--- config.mk ---
export PLATFORM = sky130hd
export DESIGN_NAME = stick_gesture_arm_detector_core
export DESIGN_NICKNAME = d
export VERILOG_FILES = /design/src/rtl/core/sgad_pkg.sv /design/src/rtl/core/stick_gesture_arm_detector_core.sv
export SDC_FILE = /design/constraint.sdc
export NUM_CORES = 1
export LEC_CHECK = 0
export BUFFER_PORTS_ARGS = -buffer_cell sky130_fd_sc_hd__clkbuf_2
export CELL_PAD_IN_SITES_DETAIL_PLACEMENT = 1
export CELL_PAD_IN_SITES_GLOBAL_PLACEMENT = 1
export CORE_MARGIN = 2
export CORE_UTILIZATION = 44
export CTS_CLUSTER_SIZE = 25
export DETAILED_ROUTE_END_ITERATION = 7
export GPL_TIMING_DRIVEN = 0
export PLACE_DENSITY = 0.78
export SYNTH_ARGS = -nofsm -noshare
export SYNTH_HDL_FRONTEND = slang
export SYNTH_SLANG_ARGS = --single-unit
--- constraint.sdc ---
create_clock -name clk -period 2.59 [get_ports clk]
set_input_delay 0.259 -clock clk [delete_from_list [all_inputs] [get_ports clk]]
set_output_delay 0.259 -clock clk [all_outputs]
set_load 0.05 [all_outputs]
--- src/rtl/core/sgad_pkg.sv ---
`default_nettype none
// ----------------------------------------------------------------------------
// sgad_pkg
// Shared types and constants for the stick gesture arm detector: field
// widths, configuration register indexes and their reset values.
// ----------------------------------------------------------------------------
package sgad_pkg;

	// Field widths
	localparam int unsigned StickW = 12;
	localparam int unsigned TickW  = 8;
	localparam int unsigned HoldW  = 16;
	localparam int unsigned CfgIdxW  = 3;
	localparam int unsigned CfgDataW = 16;

	// Configuration register indexes
	typedef enum logic [CfgIdxW-1:0] {
		CFG_STICK_HIGH       = 3'd0,
		CFG_STICK_LOW        = 3'd1,
		CFG_CENTRE_MIN       = 3'd2,
		CFG_CENTRE_MAX       = 3'd3,
		CFG_PRELOCK_THROTTLE = 3'd4,
		CFG_ARM_HOLD_MS      = 3'd5,
		CFG_DISARM_HOLD_MS   = 3'd6
	} cfg_idx_t;

	// Register reset values
	localparam logic [StickW-1:0] StickHighRst       = 12'd1900;
	localparam logic [StickW-1:0] StickLowRst        = 12'd1100;
	localparam logic [StickW-1:0] CentreMinRst       = 12'd1400;
	localparam logic [StickW-1:0] CentreMaxRst       = 12'd1600;
	localparam logic [StickW-1:0] PrelockThrottleRst = 12'd1200;
	localparam logic [HoldW-1:0]  ArmHoldRst         = 16'd1000;
	localparam logic [HoldW-1:0]  DisarmHoldRst      = 16'd300;

	// Hold timer saturation value
	localparam logic [HoldW-1:0] HoldMax = {HoldW{1'b1}};

	// One result transaction
	typedef struct packed {
		logic arm_request;
		logic disarm_request;
		logic level_cal_request;
		logic reset_request;
		logic yaw_centred;
		logic prelock_active;
	} result_t;

endpackage
`default_nettype wire

--- src/rtl/core/stick_gesture_arm_detector_core.sv ---
`default_nettype none
// ----------------------------------------------------------------------------
// stick_gesture_arm_detector_core
// Detects arm, disarm, level calibration and reset stick gestures from one
// control tick per transaction and emits one result transaction per tick.
// ----------------------------------------------------------------------------
// The block takes one tick transaction per clock cycle while the result
// channel keeps taking results, and returns exactly one result transaction
// for each, in order. A tick is captured in an input register; once the
// result register is free or draining, a single pass of comparators and one
// 16-bit saturating add updates the hold timer and gesture flags and loads
// the result register, which drives the output. A stalled output only holds
// the input side once both the input and result registers are full.
// Configuration is written through cfg_we/cfg_index/cfg_data; the user must
// write it only while no tick is in flight, which the block does not enforce;
// indexes past the last register are ignored.
module stick_gesture_arm_detector_core (
	input  wire logic                               clk,
	input  wire logic                               arst_n,
	// configuration write port
	input  wire logic                               cfg_we,
	input  wire logic [sgad_pkg::CfgIdxW-1:0]       cfg_index,
	input  wire logic [sgad_pkg::CfgDataW-1:0]      cfg_data,
	// tick channel
	input  wire logic                               in_valid,
	output logic                                    in_ready,
	input  wire logic [sgad_pkg::StickW-1:0]        roll_stick,
	input  wire logic [sgad_pkg::StickW-1:0]        pitch_stick,
	input  wire logic [sgad_pkg::StickW-1:0]        throttle_stick,
	input  wire logic [sgad_pkg::StickW-1:0]        yaw_stick,
	input  wire logic [sgad_pkg::TickW-1:0]         tick_ms,
	input  wire logic                               link_lost,
	input  wire logic                               armed,
	// result channel
	output logic                                    out_valid,
	input  wire logic                               out_ready,
	output logic                                    arm_request,
	output logic                                    disarm_request,
	output logic                                    level_cal_request,
	output logic                                    reset_request,
	output logic                                    yaw_centred,
	output logic                                    prelock_active
);

	// Configuration registers
	logic [sgad_pkg::StickW-1:0] stick_high_q;
	logic [sgad_pkg::StickW-1:0] stick_low_q;
	logic [sgad_pkg::StickW-1:0] centre_min_q;
	logic [sgad_pkg::StickW-1:0] centre_max_q;
	logic [sgad_pkg::StickW-1:0] prelock_throttle_q;
	logic [sgad_pkg::HoldW-1:0]  arm_hold_q;
	logic [sgad_pkg::HoldW-1:0]  disarm_hold_q;

	// Gesture state
	logic [sgad_pkg::HoldW-1:0] hold_timer_q;
	logic                       gesture_enabled_q;
	logic                       cal_done_q;
	logic                       last_centred_q;
	logic                       last_prelock_q;

	// Input stage
	logic                        valid_s1;
	logic [sgad_pkg::StickW-1:0] roll_s1;
	logic [sgad_pkg::StickW-1:0] pitch_s1;
	logic [sgad_pkg::StickW-1:0] throttle_s1;
	logic [sgad_pkg::StickW-1:0] yaw_s1;
	logic [sgad_pkg::TickW-1:0]  tick_s1;
	logic                        lost_s1;
	logic                        armed_s1;

	// Result stage
	logic              valid_s2;
	sgad_pkg::result_t result_s2;

	// Handshake
	logic adv_s1;
	logic adv_s2;

	// Next-state and result logic
	logic                       centred;
	logic                       prelock;
	logic                       base;
	logic                       toe_out;
	logic                       toe_in;
	logic                       low_left;
	logic                       low_right;
	logic                       gesture;
	logic                       enabled_now;
	logic [sgad_pkg::HoldW-1:0] hold_limit;
	logic [sgad_pkg::HoldW:0]   timer_sum;
	logic [sgad_pkg::HoldW-1:0] timer_sat;
	logic                       hold_reached;
	logic                       fire;
	logic [sgad_pkg::HoldW-1:0] timer_next;
	logic                       enabled_next;
	logic                       cal_done_next;
	logic                       cal_req;
	sgad_pkg::result_t          result_next;

	// Move a transaction forward when the next stage is free or draining
	assign adv_s2   = !valid_s2 || out_ready;
	assign adv_s1   = valid_s1 && adv_s2;
	assign in_ready = !valid_s1 || adv_s2;

	// Write configuration registers
	always_ff @(posedge clk or negedge arst_n) begin
		if (!arst_n) begin
			stick_high_q       <= sgad_pkg::StickHighRst;
			stick_low_q        <= sgad_pkg::StickLowRst;
			centre_min_q       <= sgad_pkg::CentreMinRst;
			centre_max_q       <= sgad_pkg::CentreMaxRst;
			prelock_throttle_q <= sgad_pkg::PrelockThrottleRst;
			arm_hold_q         <= sgad_pkg::ArmHoldRst;
			disarm_hold_q      <= sgad_pkg::DisarmHoldRst;
		end else if (cfg_we) begin
			unique case (cfg_index)
				sgad_pkg::CFG_STICK_HIGH:
					stick_high_q <= cfg_data[sgad_pkg::StickW-1:0];
				sgad_pkg::CFG_STICK_LOW:
					stick_low_q <= cfg_data[sgad_pkg::StickW-1:0];
				sgad_pkg::CFG_CENTRE_MIN:
					centre_min_q <= cfg_data[sgad_pkg::StickW-1:0];
				sgad_pkg::CFG_CENTRE_MAX:
					centre_max_q <= cfg_data[sgad_pkg::StickW-1:0];
				sgad_pkg::CFG_PRELOCK_THROTTLE:
					prelock_throttle_q <= cfg_data[sgad_pkg::StickW-1:0];
				sgad_pkg::CFG_ARM_HOLD_MS:
					arm_hold_q <= cfg_data[sgad_pkg::HoldW-1:0];
				sgad_pkg::CFG_DISARM_HOLD_MS:
					disarm_hold_q <= cfg_data[sgad_pkg::HoldW-1:0];
				default: begin
				end
			endcase
		end
	end

	// Track input stage occupancy
	always_ff @(posedge clk or negedge arst_n) begin
		if (!arst_n) begin
			valid_s1 <= 1'b0;
		end else if (in_ready) begin
			valid_s1 <= in_valid;
		end
	end

	// Capture the tick payload
	always_ff @(posedge clk) begin
		if (in_valid && in_ready) begin
			roll_s1     <= roll_stick;
			pitch_s1    <= pitch_stick;
			throttle_s1 <= throttle_stick;
			yaw_s1      <= yaw_stick;
			tick_s1     <= tick_ms;
			lost_s1     <= link_lost;
			armed_s1    <= armed;
		end
	end

	// Classify the stick positions
	always_comb begin
		centred   = (yaw_s1 > centre_min_q) && (yaw_s1 < centre_max_q);
		prelock   = (throttle_s1 < prelock_throttle_q) && !centred;
		base      = (pitch_s1 < stick_low_q) && (throttle_s1 < stick_low_q);
		toe_out   = base && (roll_s1 > stick_high_q) && (yaw_s1 < stick_low_q);
		toe_in    = base && (yaw_s1 > stick_high_q) && (roll_s1 < stick_low_q);
		low_left  = base && (yaw_s1 < stick_low_q) && (roll_s1 < stick_low_q);
		low_right = base && (yaw_s1 > stick_high_q) && (roll_s1 > stick_high_q);
		gesture   = toe_out || toe_in;
	end

	// Run the hold timer and decide arm/disarm
	always_comb begin
		enabled_now  = gesture_enabled_q || centred;
		hold_limit   = armed_s1 ? disarm_hold_q : arm_hold_q;
		timer_sum    = {1'b0, hold_timer_q} + {{(sgad_pkg::HoldW + 1 - sgad_pkg::TickW){1'b0}},
			tick_s1};
		timer_sat    = timer_sum[sgad_pkg::HoldW] ? sgad_pkg::HoldMax
			: timer_sum[sgad_pkg::HoldW-1:0];
		hold_reached = !(hold_timer_q < hold_limit);
		fire         = enabled_now && gesture && hold_reached;
		timer_next   = hold_timer_q;
		enabled_next = enabled_now;
		if (enabled_now) begin
			if (!gesture || hold_reached) begin
				timer_next = '0;
			end else begin
				timer_next = timer_sat;
			end
			if (fire) begin
				enabled_next = 1'b0;
			end
		end
	end

	// Level calibration once per gesture, only while disarmed
	always_comb begin
		cal_req       = 1'b0;
		cal_done_next = cal_done_q;
		if (!armed_s1) begin
			cal_req       = low_left && !cal_done_q;
			cal_done_next = low_left;
		end
	end

	// Assemble the result, holding indicators while the link is lost
	always_comb begin
		if (lost_s1) begin
			result_next                   = '0;
			result_next.yaw_centred       = last_centred_q;
			result_next.prelock_active    = last_prelock_q;
		end else begin
			result_next.arm_request       = fire && !armed_s1;
			result_next.disarm_request    = fire && armed_s1;
			result_next.level_cal_request = cal_req;
			result_next.reset_request     = low_right && !armed_s1;
			result_next.yaw_centred       = centred;
			result_next.prelock_active    = prelock;
		end
	end

	// Update gesture state once per tick with a live link
	always_ff @(posedge clk or negedge arst_n) begin
		if (!arst_n) begin
			hold_timer_q      <= '0;
			gesture_enabled_q <= 1'b0;
			cal_done_q        <= 1'b0;
			last_centred_q    <= 1'b0;
			last_prelock_q    <= 1'b0;
		end else if (adv_s1 && !lost_s1) begin
			hold_timer_q      <= timer_next;
			gesture_enabled_q <= enabled_next;
			cal_done_q        <= cal_done_next;
			last_centred_q    <= centred;
			last_prelock_q    <= prelock;
		end
	end

	// Track result stage occupancy
	always_ff @(posedge clk or negedge arst_n) begin
		if (!arst_n) begin
			valid_s2 <= 1'b0;
		end else if (adv_s2) begin
			valid_s2 <= valid_s1;
		end
	end

	// Load the result register
	always_ff @(posedge clk) begin
		if (adv_s1) begin
			result_s2 <= result_next;
		end
	end

	// Drive the result channel
	assign out_valid         = valid_s2;
	assign arm_request       = result_s2.arm_request;
	assign disarm_request    = result_s2.disarm_request;
	assign level_cal_request = result_s2.level_cal_request;
	assign reset_request     = result_s2.reset_request;
	assign yaw_centred       = result_s2.yaw_centred;
	assign prelock_active    = result_s2.prelock_active;

	// Arm and disarm requests never come together
	a_arm_disarm_excl: assert property (@(posedge clk) disable iff (!arst_n)
		valid_s2 |-> !(result_s2.arm_request && result_s2.disarm_request))
		else $error("arm and disarm requested in the same transaction");

	// A fired request clears the timer and disables gestures
	a_fire_clears: assert property (@(posedge clk) disable iff (!arst_n)
		(adv_s1 && !lost_s1 && fire) |=> (!gesture_enabled_q && hold_timer_q == '0))
		else $error("gesture state not cleared after request");

	// A lost-link tick leaves the hold timer alone
	a_lost_timer: assert property (@(posedge clk) disable iff (!arst_n)
		(adv_s1 && lost_s1) |=> $stable(hold_timer_q) && $stable(gesture_enabled_q))
		else $error("gesture state changed on lost-link tick");

	// A lost-link tick carries no request
	a_lost_quiet: assert property (@(posedge clk) disable iff (!arst_n)
		(adv_s1 && lost_s1) |=> !(result_s2.arm_request || result_s2.disarm_request
			|| result_s2.level_cal_request || result_s2.reset_request))
		else $error("request emitted on lost-link tick");

endmodule
`default_nettype wire
# Word-level counts from Yosys, hierarchy flattened
# Cells that the tools add are included.
[classes]
n_reduce_logical = 43
magnitude_cmp = 10
n_eq_ne = 6
bitwise = 1
n_mux = 6
addsub = 1
[op_table]
columns = ["op", "count"]
rows = [
  ["< comparator 12 bit", 6],
  ["two-way mux 16 bit", 3],
  ["> comparator 12 bit", 3],
  ["logical AND 1 bit", 19],
  ["AND reduction 2 bit", 9],
  ["adder 16 x 8 -> 17 bit", 1],
  ["< comparator 16 bit", 1],
  ["equality test 3 bit, second input constant", 3],
  ["logical NOT 1 bit", 8],
  ["equality test 3 x 2 -> 1 bit, second input constant", 2],
  ["logical OR 1 bit", 5],
  ["equality test 3 x 1 -> 1 bit, second input constant", 1],
  ["logical NOT 3 bit", 1],
  ["two-way mux 1 bit", 2],
  ["two-way mux 2 bit", 1],
  ["OR reduction 2 bit", 1],
  ["inverter 1 bit", 1],
]
[totals]
out_inout_bits = 8
reg_bits = 178
in_bits = 82
word_cells = 94

# Depth between registers and ports, before layout
# Gate-level depths: netlist (run 1).
[depth]
ltp_word = 9
ltp_mapped = 13
mapped_depth_nobuf = 10

# Worst setup path before layout (run 1)
# No wires, ideal clock.
[synth_timing]
kind = "flip-flop to flip-flop"
startpoint = "register valid_s2 (netlist: out_valid)"
endpoint = "register armed_s1, enable pin"
synth_period_minus_slack_ns = 2.992
arrival_time_ns = 2.570
setup_ns = 0.422
t_required_ns = 2.168
path_buffers = 0
stages_incl_launch_ff = 3
setup_slack_ns = -0.402
cell_sequence = "dfrtp_1 -> nand3b_1 -> and2_1"
[synth_between]
elab_chain_len = 4
[synth_lines]
columns = ["element", "line_no", "text"]
rows = [
  ["from (decl)", "stick_gesture_arm_detector_core.sv:72", "logic valid_s2;"],
  ["from (signal assigned)", "stick_gesture_arm_detector_core.sv:243", "valid_s2 <= valid_s1;"],
  ["logical NOT 1 bit", "stick_gesture_arm_detector_core.sv:101", "assign adv_s2 = !valid_s2 || out_ready;"],
  ["logical OR 1 bit", "stick_gesture_arm_detector_core.sv:101", ""],
  ["logical OR 1 bit", "stick_gesture_arm_detector_core.sv:103", "assign in_ready = !valid_s1 || adv_s2;"],
  ["net in_ready", "stick_gesture_arm_detector_core.sv:26", "output logic in_ready,"],
  ["logical AND 1 bit", "stick_gesture_arm_detector_core.sv:148", "if (in_valid && in_ready) begin"],
  ["to (signal assigned)", "stick_gesture_arm_detector_core.sv:155", "armed_s1 <= armed;"],
  ["to (decl)", "stick_gesture_arm_detector_core.sv:69", "logic armed_s1;"],
]
# The timed path passes the listed nets, and every way through them passes these cells.
# A chain may end at the register's enable or synchronous reset.

# Worst setup path in the final report (run 1)
[layout_timing]
startpoint = "register armed_s1"
endpoint = "register hold_timer_q[8] (netlist name)"
[layout_between]
elab_chain_len = 5
[layout_lines]
columns = ["element", "line_no", "text"]
rows = [
  ["two-way mux 16 bit", "stick_gesture_arm_detector_core.sv:174", "hold_limit = armed_s1 ? disarm_hold_q : arm_hold_q;"],
  ["< comparator 16 bit", "stick_gesture_arm_detector_core.sv:179", "hold_reached = !(hold_timer_q < hold_limit);"],
  ["logical NOT 1 bit", "stick_gesture_arm_detector_core.sv:179", ""],
  ["logical OR 1 bit", "stick_gesture_arm_detector_core.sv:184", "if (!gesture || hold_reached) begin"],
  ["two-way mux 16 bit", "stick_gesture_arm_detector_core.sv:184", ""],
  ["to (signal assigned)", "stick_gesture_arm_detector_core.sv:230", "hold_timer_q <= timer_next;"],
  ["to (decl)", "stick_gesture_arm_detector_core.sv:55", "logic [sgad_pkg::HoldW-1:0] hold_timer_q;"],
]
# Every way passes these cells.

==> reports/qor.txt, run 1 <==
Outcome - finished with violations
Failing checks - negative setup slack
Final Wtd Congestion - 0.799
Fin crit share - 117%
Design Area, Final - 0.0124 mm2
Hold slack - 0.0212 ns
Final Max Slew Viols - 0
Setup_tns - -6.70 ns
Combinational power share - 33.7%
MaxCap Viol Count - 0
Util after Layout - 57.1%
Async SR Flop Fraction - 64.0%
Clk pwr share - 27.0%
Worst Hold Path Cells - 1
DIE AREA - 0.0231 mm2
CTS buffer count - 17
Dpl hpwl - 18300 um
Initial Utilization - 44.5%
Total Power - 9.63 mW
Worst Hold End - throttle_s1[8]
Worst-path maximum fanout - 5
Global-route usage over all layers - 23.9%
DR DRC count - 0
Vias in the first global route - 8215
Critical path arrival - 3.40 ns
Worst endpoint required time - 2.97 ns
Std-Cell Rows - 54
Area share of fa/ha/maj cells after synthesis - 16.4%
Cells after Synth - 832
P_int - 6.40 mW
Placed insts - 1202
Placed Area - 0.0105 mm2
Simple-gate area share of the yosys netlist - 9.68%
Largest net degree at the start of global routing - 60
CTS clk-pin slew, worst paths - 0.07 ns
Mux share of post-synthesis cell area - 7.73%
Crit end category - register
Synth-to-layout area growth - 28.4%
Skew final - 0.0158 ns
Mapped Avg Cell Area - 11.6 um2
Maximum VDD drop - 450 uV
Synth cell types - 64
Finish-stage setup viols - 21
Post-Synth XOR/XNOR Area - 0.363%
Cell Pwr Density - 777 mW/mm2
CTS max path bufs - 2
Reg2Reg Launch Point - armed_s1
Final setup margin - -0.433 ns
Number of H-tree levels - 4
Crit Path Class - reg2reg
CTS tree - yes
Sw frac - 33.6%
Crit path time final - 3.02 ns
Die W - 152 um
Layout cells sized above 1 - 30.7%
Slew HR - 41.0%
Most used flip-flop cell after synthesis - dfrtp_1
Startpoint of the lowest-slack hold path - throttle_stick[8]
Number of antenna violations at the first check in global routing - 0
Core area - 0.0217 mm2
# diodes - 0
Nets@finish - 1239
Top Ports - 90
Hold Crit Class - in2reg
Initial DRC count - 291
Non-filler instance count after layout - 1324
Vias after detailed routing - 7395
WL final - 28100 um
Reg2reg end - hold_timer_q[8]
Drt first pass iters - 5
Post-DRT Antenna Nets - 0
Setup WS pre-CTS - -0.979 ns
Seq/Total Area, Yosys - 49.9%
Compound-cell area share of the yosys netlist - 12.3%
Gr ovfl total - 0
Synthesized Nets - 1040
Net switching power - 3.24 mW
Flops & latches, synth - 178
Worst reg-to-reg setup slack - -0.43 ns
Reg2Reg Depth - 11
Largest family of logic cells by synthesized area - adder cells
Final hold violations - 0
Clk sinks - 178
Reg power frac - 39.3%
Worst-Skew Late Latency - 0.44 ns
First-pass GRT wire length - 43700 um
DR WL/cell - 21.3 um
Post-synth EDFFs - 64
Critical path startpoint category - register
Die H - 152 um
CTS Root Cell - clkbuf_16
Drt via density - 5.59
Worst-Margin Slew - 0.878 ns
Max Clk Rate - 0.331 GHz
Warnings from Yosys - 0
Leakage - 5.43 nW
Unrepaired setup endpoints after global routing - yes
Synth Cell Area - 0.00965 mm2
Buffers on Ports - 89
synth_stat cells, drive strengths merged (5+ instances only):
| master | count | area share [%] |
|---|---|---|
| ha | 125 | 16 |
| dfrtp | 80 | 21 |
| nand2 | 69 | 2.7 |
| edfxtp | 64 | 20 |
| inv | 63 | 2.5 |
| o21ai | 62 | 3.3 |
| mux2 | 52 | 6.1 |
| a21oi | 48 | 2.5 |
| dfstp | 34 | 9.3 |
| nor2 | 24 | 0.93 |
| nand3 | 19 | 0.99 |
| a21o | 18 | 1.4 |
| mux2i | 16 | 1.7 |
| clkbuf | 13 | 0.54 |
| nand4 | 13 | 0.84 |
| and3 | 11 | 0.71 |
| nor2b | 11 | 0.79 |
| nand2b | 9 | 0.58 |
| nor3 | 9 | 0.47 |
| a211oi | 8 | 0.62 |
| buf | 7 | 0.54 |
| o211ai | 7 | 0.54 |
| o2bb2ai | 6 | 0.54 |
| a2111oi | 5 | 0.65 |
power groups by stage:
stage               clock (mW)  sequential [mW]  combinational (mW)
floorplan                    0             3.74                1.69
global placement             0             3.77                2.27
detailed placement           0             3.79                2.43
CTS                       2.63             3.75                2.89
global route              2.75             3.84                3.57
finish                    2.60             3.79                3.25
metal layers:
metal  GRT usage (%)  vias up  wire length (um)
met5               0        -                 0
met4            6.72        0               665
li1                -     3451                 -
met2            42.6      157             14800
met3            4.62       45               961
met1            29.8     3742             11700
repair_timing:
item / in CTS / in global routing
resized for setup: 62 / 49
hold endpoints to repair: 91 / 2
setup buffers: 23 / 16
hold buffers: 56 / 2
pin swaps: 29 / 44
gates cloned: 2 / 0
endpoints found under the setup margin: 24 / 24
worst max-delay path, stage by stage (launching register included):
cell and delay (ns):
edfxtp_1 0.51, buf_6 0.20, mux2i_2 0.23, ha_1 0.30
nand4_1 0.20, o22ai_2 0.14, a2111oi_4 0.40, o211ai_1 0.22
nor2b_2 0.26, buf_6 0.17, and3_1 0.18, o22a_1 0.15
worst max-delay path by stage:
stage / cells past startpoint / slack (ns) / to / start
after global placement: 12 / -0.97 / hold_timer_q[2] / armed_s1
after detailed placement: 12 / -0.98 / hold_timer_q[1] / armed_s1
after global routing: 11 / -0.50 / hold_timer_q[0] / armed_s1
final: 11 / -0.43 / hold_timer_q[8] / armed_s1
after CTS: 11 / -0.26 / hold_timer_q[11] / hold_timer_q[0]
after floorplan: 12 / -0.19 / hold_timer_q[11] / hold_timer_q[0]
cells in the final DEF (no fill, tap or decap), types with 5 or more instances in the layout:
cell type,Yosys,layout
nor3_1,9,8
a21o_1,18,18
buf_4,1,27
nor2_1,24,23
o21ai_0,60,53
ha_4,0,5
o21ai_1,1,5
nand2_1,69,69
dfstp_2,34,34
dfrtp_1,80,80
buf_6,3,10
nand2b_1,9,9
nand4_1,13,13
inv_1,63,58
a21oi_2,0,8
clkbuf_16,0,17
mux2_2,52,52
a211oi_2,0,5
a21oi_1,48,40
and3_1,11,8
clkbuf_2,0,88
ha_1,125,119
edfxtp_1,64,64
clkbuf_1,12,14
dlygate4sd3_1,0,58
nor2b_1,10,9
nand3_1,19,16
o211ai_1,7,7
mux2i_1,16,11
kinds of logic after synthesis:
logic type | after synthesis
buffers and inverters | 84
multiplexers | 68
adder cells (fa/ha/maj) | 126
XOR/XNOR | 4
flip-flops | 178
AND/OR/NAND/NOR | 187
AO/OA/AOI/OAI | 185
area by class of cell:
type / count / area (um2)
Sequential cell: 178 / 4820
Clock inverter: 12 / 134
Clock buffer: 20 / 437
Multi-Input combinational cell: 570 / 4940
Buffer: 15 / 75.1
Inverter: 64 / 246
Tap cell: 280 / 350
Timing Repair Buffer: 185 / 1400
Fill cell: 2247 / 9290
sequential cells by signal (all words and copies together) (netlist names), 8 cells and up:
name and count:
arm_hold_q 16, centre_max_q 12, centre_min_q 12, disarm_hold_q 16, hold_timer_q 16, pitch_s1 12, prelock_throttle_q 12, roll_s1 12
stick_high_q 12, stick_low_q 12, throttle_s1 12, tick_s1 8, yaw_s1 12
Power figures use the tool's default switching activity.
==> inputs of run 2 (changes only) <==
--- a/config.mk
+++ b/config.mk
@@ -5,15 +5,17 @@
 export SDC_FILE = /design/constraint.sdc
 export NUM_CORES = 1
 export LEC_CHECK = 0
+export ABC_AREA = 1
 export BUFFER_PORTS_ARGS = -buffer_cell sky130_fd_sc_hd__clkbuf_2
+export CAP_MARGIN = 20
 export CELL_PAD_IN_SITES_DETAIL_PLACEMENT = 1
 export CELL_PAD_IN_SITES_GLOBAL_PLACEMENT = 1
 export CORE_MARGIN = 2
-export CORE_UTILIZATION = 44
+export CORE_UTILIZATION = 42
 export CTS_CLUSTER_SIZE = 25
 export DETAILED_ROUTE_END_ITERATION = 7
 export GPL_TIMING_DRIVEN = 0
-export PLACE_DENSITY = 0.78
+export PLACE_DENSITY_LB_ADDON = 0.1
 export SYNTH_ARGS = -nofsm -noshare
 export SYNTH_HDL_FRONTEND = slang
 export SYNTH_SLANG_ARGS = --single-unit
==> run 2 against run 1 <==
Net effect:
- the flow now finishes without violations
- final area is 1.7% lower
- sequential power fell by 3%
- sequential share of layout area is 0.65 points higher
- largest cell class is now sequential cells
==> reports/qor.txt, run 2 <==
Outcome - finished, final reports clean
Global-route usage over all layers - 22.9% (-1.0 points)
Critical path startpoint category - register
Drt first pass iters - 5 (unchanged)
Fin crit share - 93.6% (-23 points)
Initial DRC count - 337 (+16%)
Warnings from Yosys - 0 (unchanged)
DR WL/cell - 17.1 um (-19%)
Worst-Skew Late Latency - 0.44 ns (about the same)
Buffers on Ports - 89 (unchanged)
Crit Path Class - reg2reg
CTS max path bufs - 2 (unchanged)
Core area - 0.0236 mm2 (+8.9%)
Maximum VDD drop - 413 uV (-8.1%)
Commonest non-fill, non-tap cell in the layout - nand2_1
Nets@finish - 1515 (+22%)
Reg2Reg Depth - 12 (+1)
Top-area cell type share of the netlist area - 19.7% (-1.1 points)
Seq/Total Area, Yosys - 47.4% (-2.6 points)
Vias in the first global route - 8763 (+6.7%)
Hold Crit Class - in2reg
Reg2reg end - hold_timer_q[9]
Commonest cells after routing, fill and taps aside - nand2_1 (336), inv_1 (152), ha_1 (125)
Leakage - 6.04 nW (+11%)
Worst endpoint required time - 2.91 ns (-0.06 ns)
Synth Cell Area - 0.0102 mm2 (+5.4%)
Largest net degree at the start of global routing - 111 (+85%)
Final hold violations - 0 (unchanged)
Gr ovfl total - 0 (unchanged)
# diodes - 0 (unchanged)
Vias after detailed routing - 8207 (+11%)
Crit path time final - 2.42 ns (-0.599 ns)
Slew HR - 61.8% (+21 points)
Worst-Margin Slew - 0.573 ns (-0.305 ns)
Die W - 160 um (+4.9%)
CTS clk-pin slew, worst paths - 0.07 ns (about the same)
WL final - 28100 um (-0.30%)
Cells after Synth - 1144 (+38%)
Startpoint of the lowest-slack hold path - roll_stick[2]
Skew final - 0.0172 ns (+0.00134 ns)
Largest registers - arm_hold_q (16), disarm_hold_q (16), hold_timer_q (16)
DIE AREA - 0.0255 mm2 (+10%)
Commonest cells in the netlist - nand2_1 (336), inv_1 (153), ha_1 (125), o21ai_0 (100), dfrtp_1 (80)
Final Max Slew Viols - 0 (unchanged)
Drt via density - 5.01 (-10%)
Async SR Flop Fraction - 64.0% (unchanged)
Worst Hold Path Cells - 1 (unchanged)
MaxCap Viol Count - 0 (unchanged)
Unrepaired setup endpoints after global routing - no
DR DRC count - 0 (unchanged)
Number of antenna violations at the first check in global routing - 0 (unchanged)
Worst reg-to-reg setup slack - 0.17 ns (+0.60 ns)
Clk sinks - 178 (unchanged)
Non-filler instance count after layout - 1639 (+24%)
Mapped Avg Cell Area - 8.89 um2 (-23%)
Worst-path maximum fanout - 10 (+5)
Synth cell types - 43 (-33%)
Flops & latches, synth - 178 (unchanged)
Top Ports - 90 (unchanged)
First-pass GRT wire length - 45500 um (+4.1%)
Cell Pwr Density - 701 mW/mm2 (-9.9%)
Synth area leader - dfrtp_1
Ranking of synthesized cells by area - dfrtp_1 (20%), edfxtp_1 (19%), ha_1 (15%)
Synthesized Nets - 1352 (+30%)
Initial Utilization - 43.1% (-1.4 points)
Die H - 160 um (+4.9%)
Fill count - 2809 (+25%)
Worst Hold End - roll_s1[2]
Number of H-tree levels - 4 (unchanged)
Count leader, synth - nand2_1
Post-synth EDFFs - 64 (unchanged)
Reg2Reg Launch Point - yaw_s1[11]
Most used flip-flop cell after synthesis - dfrtp_1
Placed insts - 1554 (+29%)
Final Wtd Congestion - 0.793 (-0.76%)
Hold slack - 0.0137 ns (-0.00744 ns)
Critical path arrival - 2.75 ns (-0.65 ns)
Finish-stage setup viols - 0 (-100%)
CTS Root Cell - clkbuf_16
Synth-to-layout area growth - 19.8%
Dpl hpwl - 20700 um (+13%)
Std-Cell Rows - 56 (+3.7%)
Layout cells sized above 1 - 14.2% (-16 points)
Max Clk Rate - 0.412 GHz (+25%)
Post-DRT Antenna Nets - 0 (unchanged)
CTS tree - yes
CTS buffer count - 17 (unchanged)
Crit end category - register
-- run 2: metal layers --
layer	global-route usage, %	up-vias	wire length (um)
met5	0	-	0
met4	5.21	0	330
met3	3.64	21	701
met2	42.1	100	14500
met1	28.2	3983	12500
li1	-	4103	-
-- run 2: repair_timing --
| action | CTS | global route |
|---|---|---|
| pin swaps | 0 | 1 |
| resized for setup | 0 | 2 |
| hold buffers | 52 | 0 |
| setup buffers | 0 | 2 |
| hold endpoints to repair | 134 | 0 |
| setup endpoints to repair | 10 | 12 |
-- run 2: how the worst max path moves through the flow --
| stage | from | to | slack, ns | cells after the start |
|---|---|---|---|---|
| finish | yaw_s1[11] | hold_timer_q[9] | 0.17 | 12 |
| global placement | arst_n | valid_s1 | -0.57 | 1 |
| floorplan | out_valid | armed_s1 | 0.08 | 3 |
| detailed placement | armed_s1 | hold_timer_q[10] | -0.05 | 14 |
| global route | hold_timer_q[0] | hold_timer_q[2] | 0.005 | 13 |
| CTS | stick_low_q[10] | hold_timer_q[10] | 0.13 | 14 |
-- run 2: layout make-up --
| type | count | area, um2 | area share (%) |
|---|---|---|---|
| clock buffer | 20 | 437 | 3.58 |
| sequential | 178 | 4820 | 39.5 |
| clock inverter | 12 | 131 | 1.08 |
| multi-input combinational | 784 | 4630 | 38.0 |
| tap | 319 | 399 | 3.27 |
| buffer | 23 | 135 | 1.11 |
| timing repair buffer | 145 | 1040 | 8.51 |
| inverter | 158 | 599 | 4.92 |
-- run 2: through the flow --
stage	total power [mW]	TNS, ns	cell area (um2)	setup WS [ns]	util, %
6_report	8.54	0	12200	0.166	51.6
5_1_grt	9.13	0	12200	0.00458	51.6
4_1_cts	8.61	0	12200	0.134	51.5
3_5_place_dp	5.96	-0.0850	11100	-0.0457	46.9
3_3_place_gp	5.82	-45.33	11000	-0.574	46.7
2_1_floorplan	5.21	0	10200	0.0781	-
-- run 2: cells by family (layout without fill, tap and decap cells) --
logic type | after synthesis | in the layout | share of synthesized area (%)
muxes | 15 | 15 | 1.48
xor gates and xnor gates | 4 | 4 | 0.344
and+or+nand+nor | 476 | 476 | 19.6
DFF | 178 | 178 | 47.4
AOI/OAI and AO/OA | 163 | 163 | 8.45
buffers and inverters | 182 | 358 | 7.20
adders and majority gates | 126 | 126 | 15.6
-- run 2: critical path, stage by stage (launching register included) --
cell,delay (ns)
edfxtp_1,0.52
ha_1,0.34
nand2_1,0.08
inv_2,0.04
a21oi_1,0.17
nand2_1,0.08
nor2_2,0.17
nand3_4,0.19
a21oi_4,0.35
inv_4,0.09
buf_6,0.16
nand2_1,0.06
nand2_1,0.06
-- run 2: power by group --
part | leakage, nW | switching (mW) | internal, mW | total (mW)
combinational | 3.77 | 1.41 | 0.877 | 2.29
sequential | 2.00 | 0.266 | 3.42 | 3.68
clock | 0.269 | 1.14 | 1.43 | 2.57
total | 6.04 | 2.82 | 5.72 | 8.54
==> inputs of run 3 (changes only) <==
--- a/config.mk
+++ b/config.mk
@@ -11,7 +11,7 @@
 export CELL_PAD_IN_SITES_DETAIL_PLACEMENT = 1
 export CELL_PAD_IN_SITES_GLOBAL_PLACEMENT = 1
 export CORE_MARGIN = 2
-export CORE_UTILIZATION = 42
+export CORE_UTILIZATION = 50
 export CTS_CLUSTER_SIZE = 25
 export DETAILED_ROUTE_END_ITERATION = 7
 export GPL_TIMING_DRIVEN = 0
==> constraint.sdc (replaced) <==
create_clock -name clk -period 2.95 [get_ports clk]
set_input_delay 0.295 -clock clk [delete_from_list [all_inputs] [get_ports clk]]
set_output_delay 0.295 -clock clk [all_outputs]
set_load 0.05 [all_outputs]
==> run 3 against run 2 <==
Net effect:
- die area is 16% lower
- sequential power is 12% lower
- non-clock buffer count is 53 lower
- combinational power is 12% lower
- global-route usage is 4.2 points higher
- critical endpoint is now hold_timer_q[6]
- hold slack better by 0.0045 ns
==> reports/qor.txt, run 3 (synthesis gave the netlist of run 2 again) <==
Fin crit share - 88.0% (-5.6 points)
Max Clk Rate - 0.385 GHz (-6.6%)
Clk sinks - 178 (unchanged)
Cell Pwr Density - 651 mW/mm2 (-7.0%)
Number of antenna violations at the first check in global routing - 0 (unchanged)
PostCTS Resize Cnt - 0 (unchanged)
Fill count - 2386 (-15%)
Critical path startpoint category - register
Core area - 0.0201 mm2 (-15%)
Initial Utilization - 50.6% (+7.5 points)
DIE AREA - 0.0215 mm2 (-16%)
Slew HR - 58.8% (-3.1 points)
First-pass GRT wire length - 45200 um (-0.55%)
Placed insts - 1505 (-3.2%)
Number of H-tree levels - 4 (unchanged)
Crit Path Class - reg2reg
Worst-Margin Slew - 0.619 ns (+0.0461 ns)
Unrepaired setup endpoints after global routing - no
Outcome - finished, final reports clean
MaxCap Viol Count - 0 (unchanged)
CTS Root Cell - clkbuf_16
Leakage - 5.84 nW (-3.3%)
Register area - 0.00482 mm2 (unchanged)
Design Area, Final - 0.0116 mm2 (-4.8%)
Worst-path maximum fanout - 10 (unchanged)
Nets@finish - 1462 (-3.5%)
Post-DRT Antenna Nets - 0 (unchanged)
Commonest cells after routing, fill and taps aside - nand2_1 (336), inv_1 (152), ha_1 (125)
Initial DRC count - 440 (+31%)
Drt via density - 5.33 (+6.4%)
# Post-CTS Setup Buffers - 0 (unchanged)
Final Max Slew Viols - 0 (unchanged)
Die W - 147 um (-8.1%)
Final Wtd Congestion - 0.817 (+3.1%)
Largest registers - arm_hold_q (16), disarm_hold_q (16), hold_timer_q (16)
Std-Cell Rows - 52 (-7.1%)
Vias in the first global route - 8582 (-2.1%)
Top Ports - 90 (unchanged)
Die H - 147 um (-8.1%)
WL final - 27900 um (-0.40%)
CTS max path bufs - 2 (unchanged)
Layout cells sized above 1 - 14.9% (+0.67 points)
Worst endpoint required time - 3.33 ns (+0.42 ns)
Final hold violations - 0 (unchanged)
Hold Crit Class - in2reg
Maximum VDD drop - 334 uV (-19%)
DR WL/cell - 18.2 um (+6.2%)
Area of the multi-input gates - 0.00462 mm2 (-0.22%)
Skew final - 0.0132 ns (-0.00391 ns)
Finish-stage setup viols - 0 (unchanged)
Vias after detailed routing - 8189 (-0.22%)
CTS tree - yes
Dpl hpwl - 20700 um (about the same)
Total Power - 7.56 mW (-12%)
Worst-Skew Late Latency - 0.45 ns (about the same)
Drt first pass iters - 4 (-1)
CTS clk-pin slew, worst paths - 0.08 ns (about the same)
Global-route usage over all layers - 27.1% (+4.2 points)
Critical path arrival - 2.97 ns (+0.22 ns)
Synth-to-layout area growth - 14.1%
Gr ovfl total - 0 (unchanged)
Crit path time final - 2.60 ns (+0.171 ns)
Placed Area - 0.0110 mm2 (-0.63%)
DR DRC count - 0 (unchanged)
Non-filler instance count after layout - 1537 (-6.2%)
Commonest non-fill, non-tap cell in the layout - nand2_1
# diodes - 0 (unchanged)
Crit end category - register
Buffers on Ports - 89 (unchanged)
Setup_tns - 0 ns (unchanged)
CTS buffer count - 17 (unchanged)
Largest net degree at the start of global routing - 113 (+1.8%)
run 3: changes by cell type in the layout (fill, tap and decap cells not counted), sizes merged:
cell         before  now
clkinvlp          4    1
clkbuf          126  123
buf              10    8
inv             160  168
bufinv            2    1
dlygate4sd3      52    1
clkinv            4    3
run 3: timing repair:
action                                  CTS  global route
endpoints found under the setup margin    0             4
hold buffers                              1             0
hold endpoints to repair                 75             0
run 3: routing by layer:
| layer | global-route usage (%) | routed length, um | vias to the layer above |
|---|---|---|---|
| li1 | - | - | 3988 |
| met1 | 36.3 | 12800 | 4052 |
| met2 | 46.2 | 13900 | 121 |
| met3 | 3.66 | 780 | 28 |
| met4 | 7.86 | 473 | 0 |
| met5 | 0 | 0 | - |
run 3: cell type report:
cell class                      instances  share of cell area, %
Inverter                              158                   5.13
Clock inverter                         15                   1.38
Buffer                                 23                   1.13
Tap cell                              270                   2.91
Sequential cell                       178                   41.5
Timing Repair Buffer                   92                   4.41
Multi-Input combinational cell        784                   39.8
Clock buffer                           17                   3.67
run 3: path summary, 6_finish.rpt:
kind / startpoint / endpoint / slack, ns / depth (start not counted)
max in group asynchronous: arst_n / disarm_hold_q[10] / 1.95 / 3
worst max register to register: stick_low_q[10] / hold_timer_q[6] / 0.35 / 14
worst max-delay path: stick_low_q[10] / hold_timer_q[6] / 0.35 / 14
min in group asynchronous: arst_n / valid_s1 / 0.22 / 2
worst min register to register: last_centred_q / last_centred_q / 0.48 / 2
worst min-delay path: throttle_stick[6] / throttle_s1[6] / 0.02 / 1
run 3: report_power, final:
group          switching (mW)  internal [mW]  leakage [nW]  total, mW
registers               0.229           3.00          2.00       3.23
clock network            1.12           1.21         0.289       2.32
logic                    1.28          0.728          3.55       2.01
total                    2.62           4.93          5.84       7.56
run 3: worst max-delay path, stage by stage (launching register included):
cell and delay, ns:
dfstp_2 0.53, inv_1 0.14, ha_1 0.34, nand2_1 0.10, inv_1 0.05, nand2_1 0.05, nand2_1 0.06, a21oi_1 0.12
nand2_1 0.08, nor2_2 0.30, nand3_1 0.19, nand2_4 0.19, clkbuf_8 0.20, nand4_1 0.10, nand2_1 0.07
run 3: metrics by stage:
stage	utilization (%)	hold WS, ns	setup WS [ns]
final	57.7	0.0182	0.355
after global routing	57.7	0.00953	0.199
after CTS	57.7	0.00467	0.174
after detailed placement	54.8	0.106	0.190
after global placement	54.5	0.465	-0.155
after floorplan	-	-0.000591	0.153
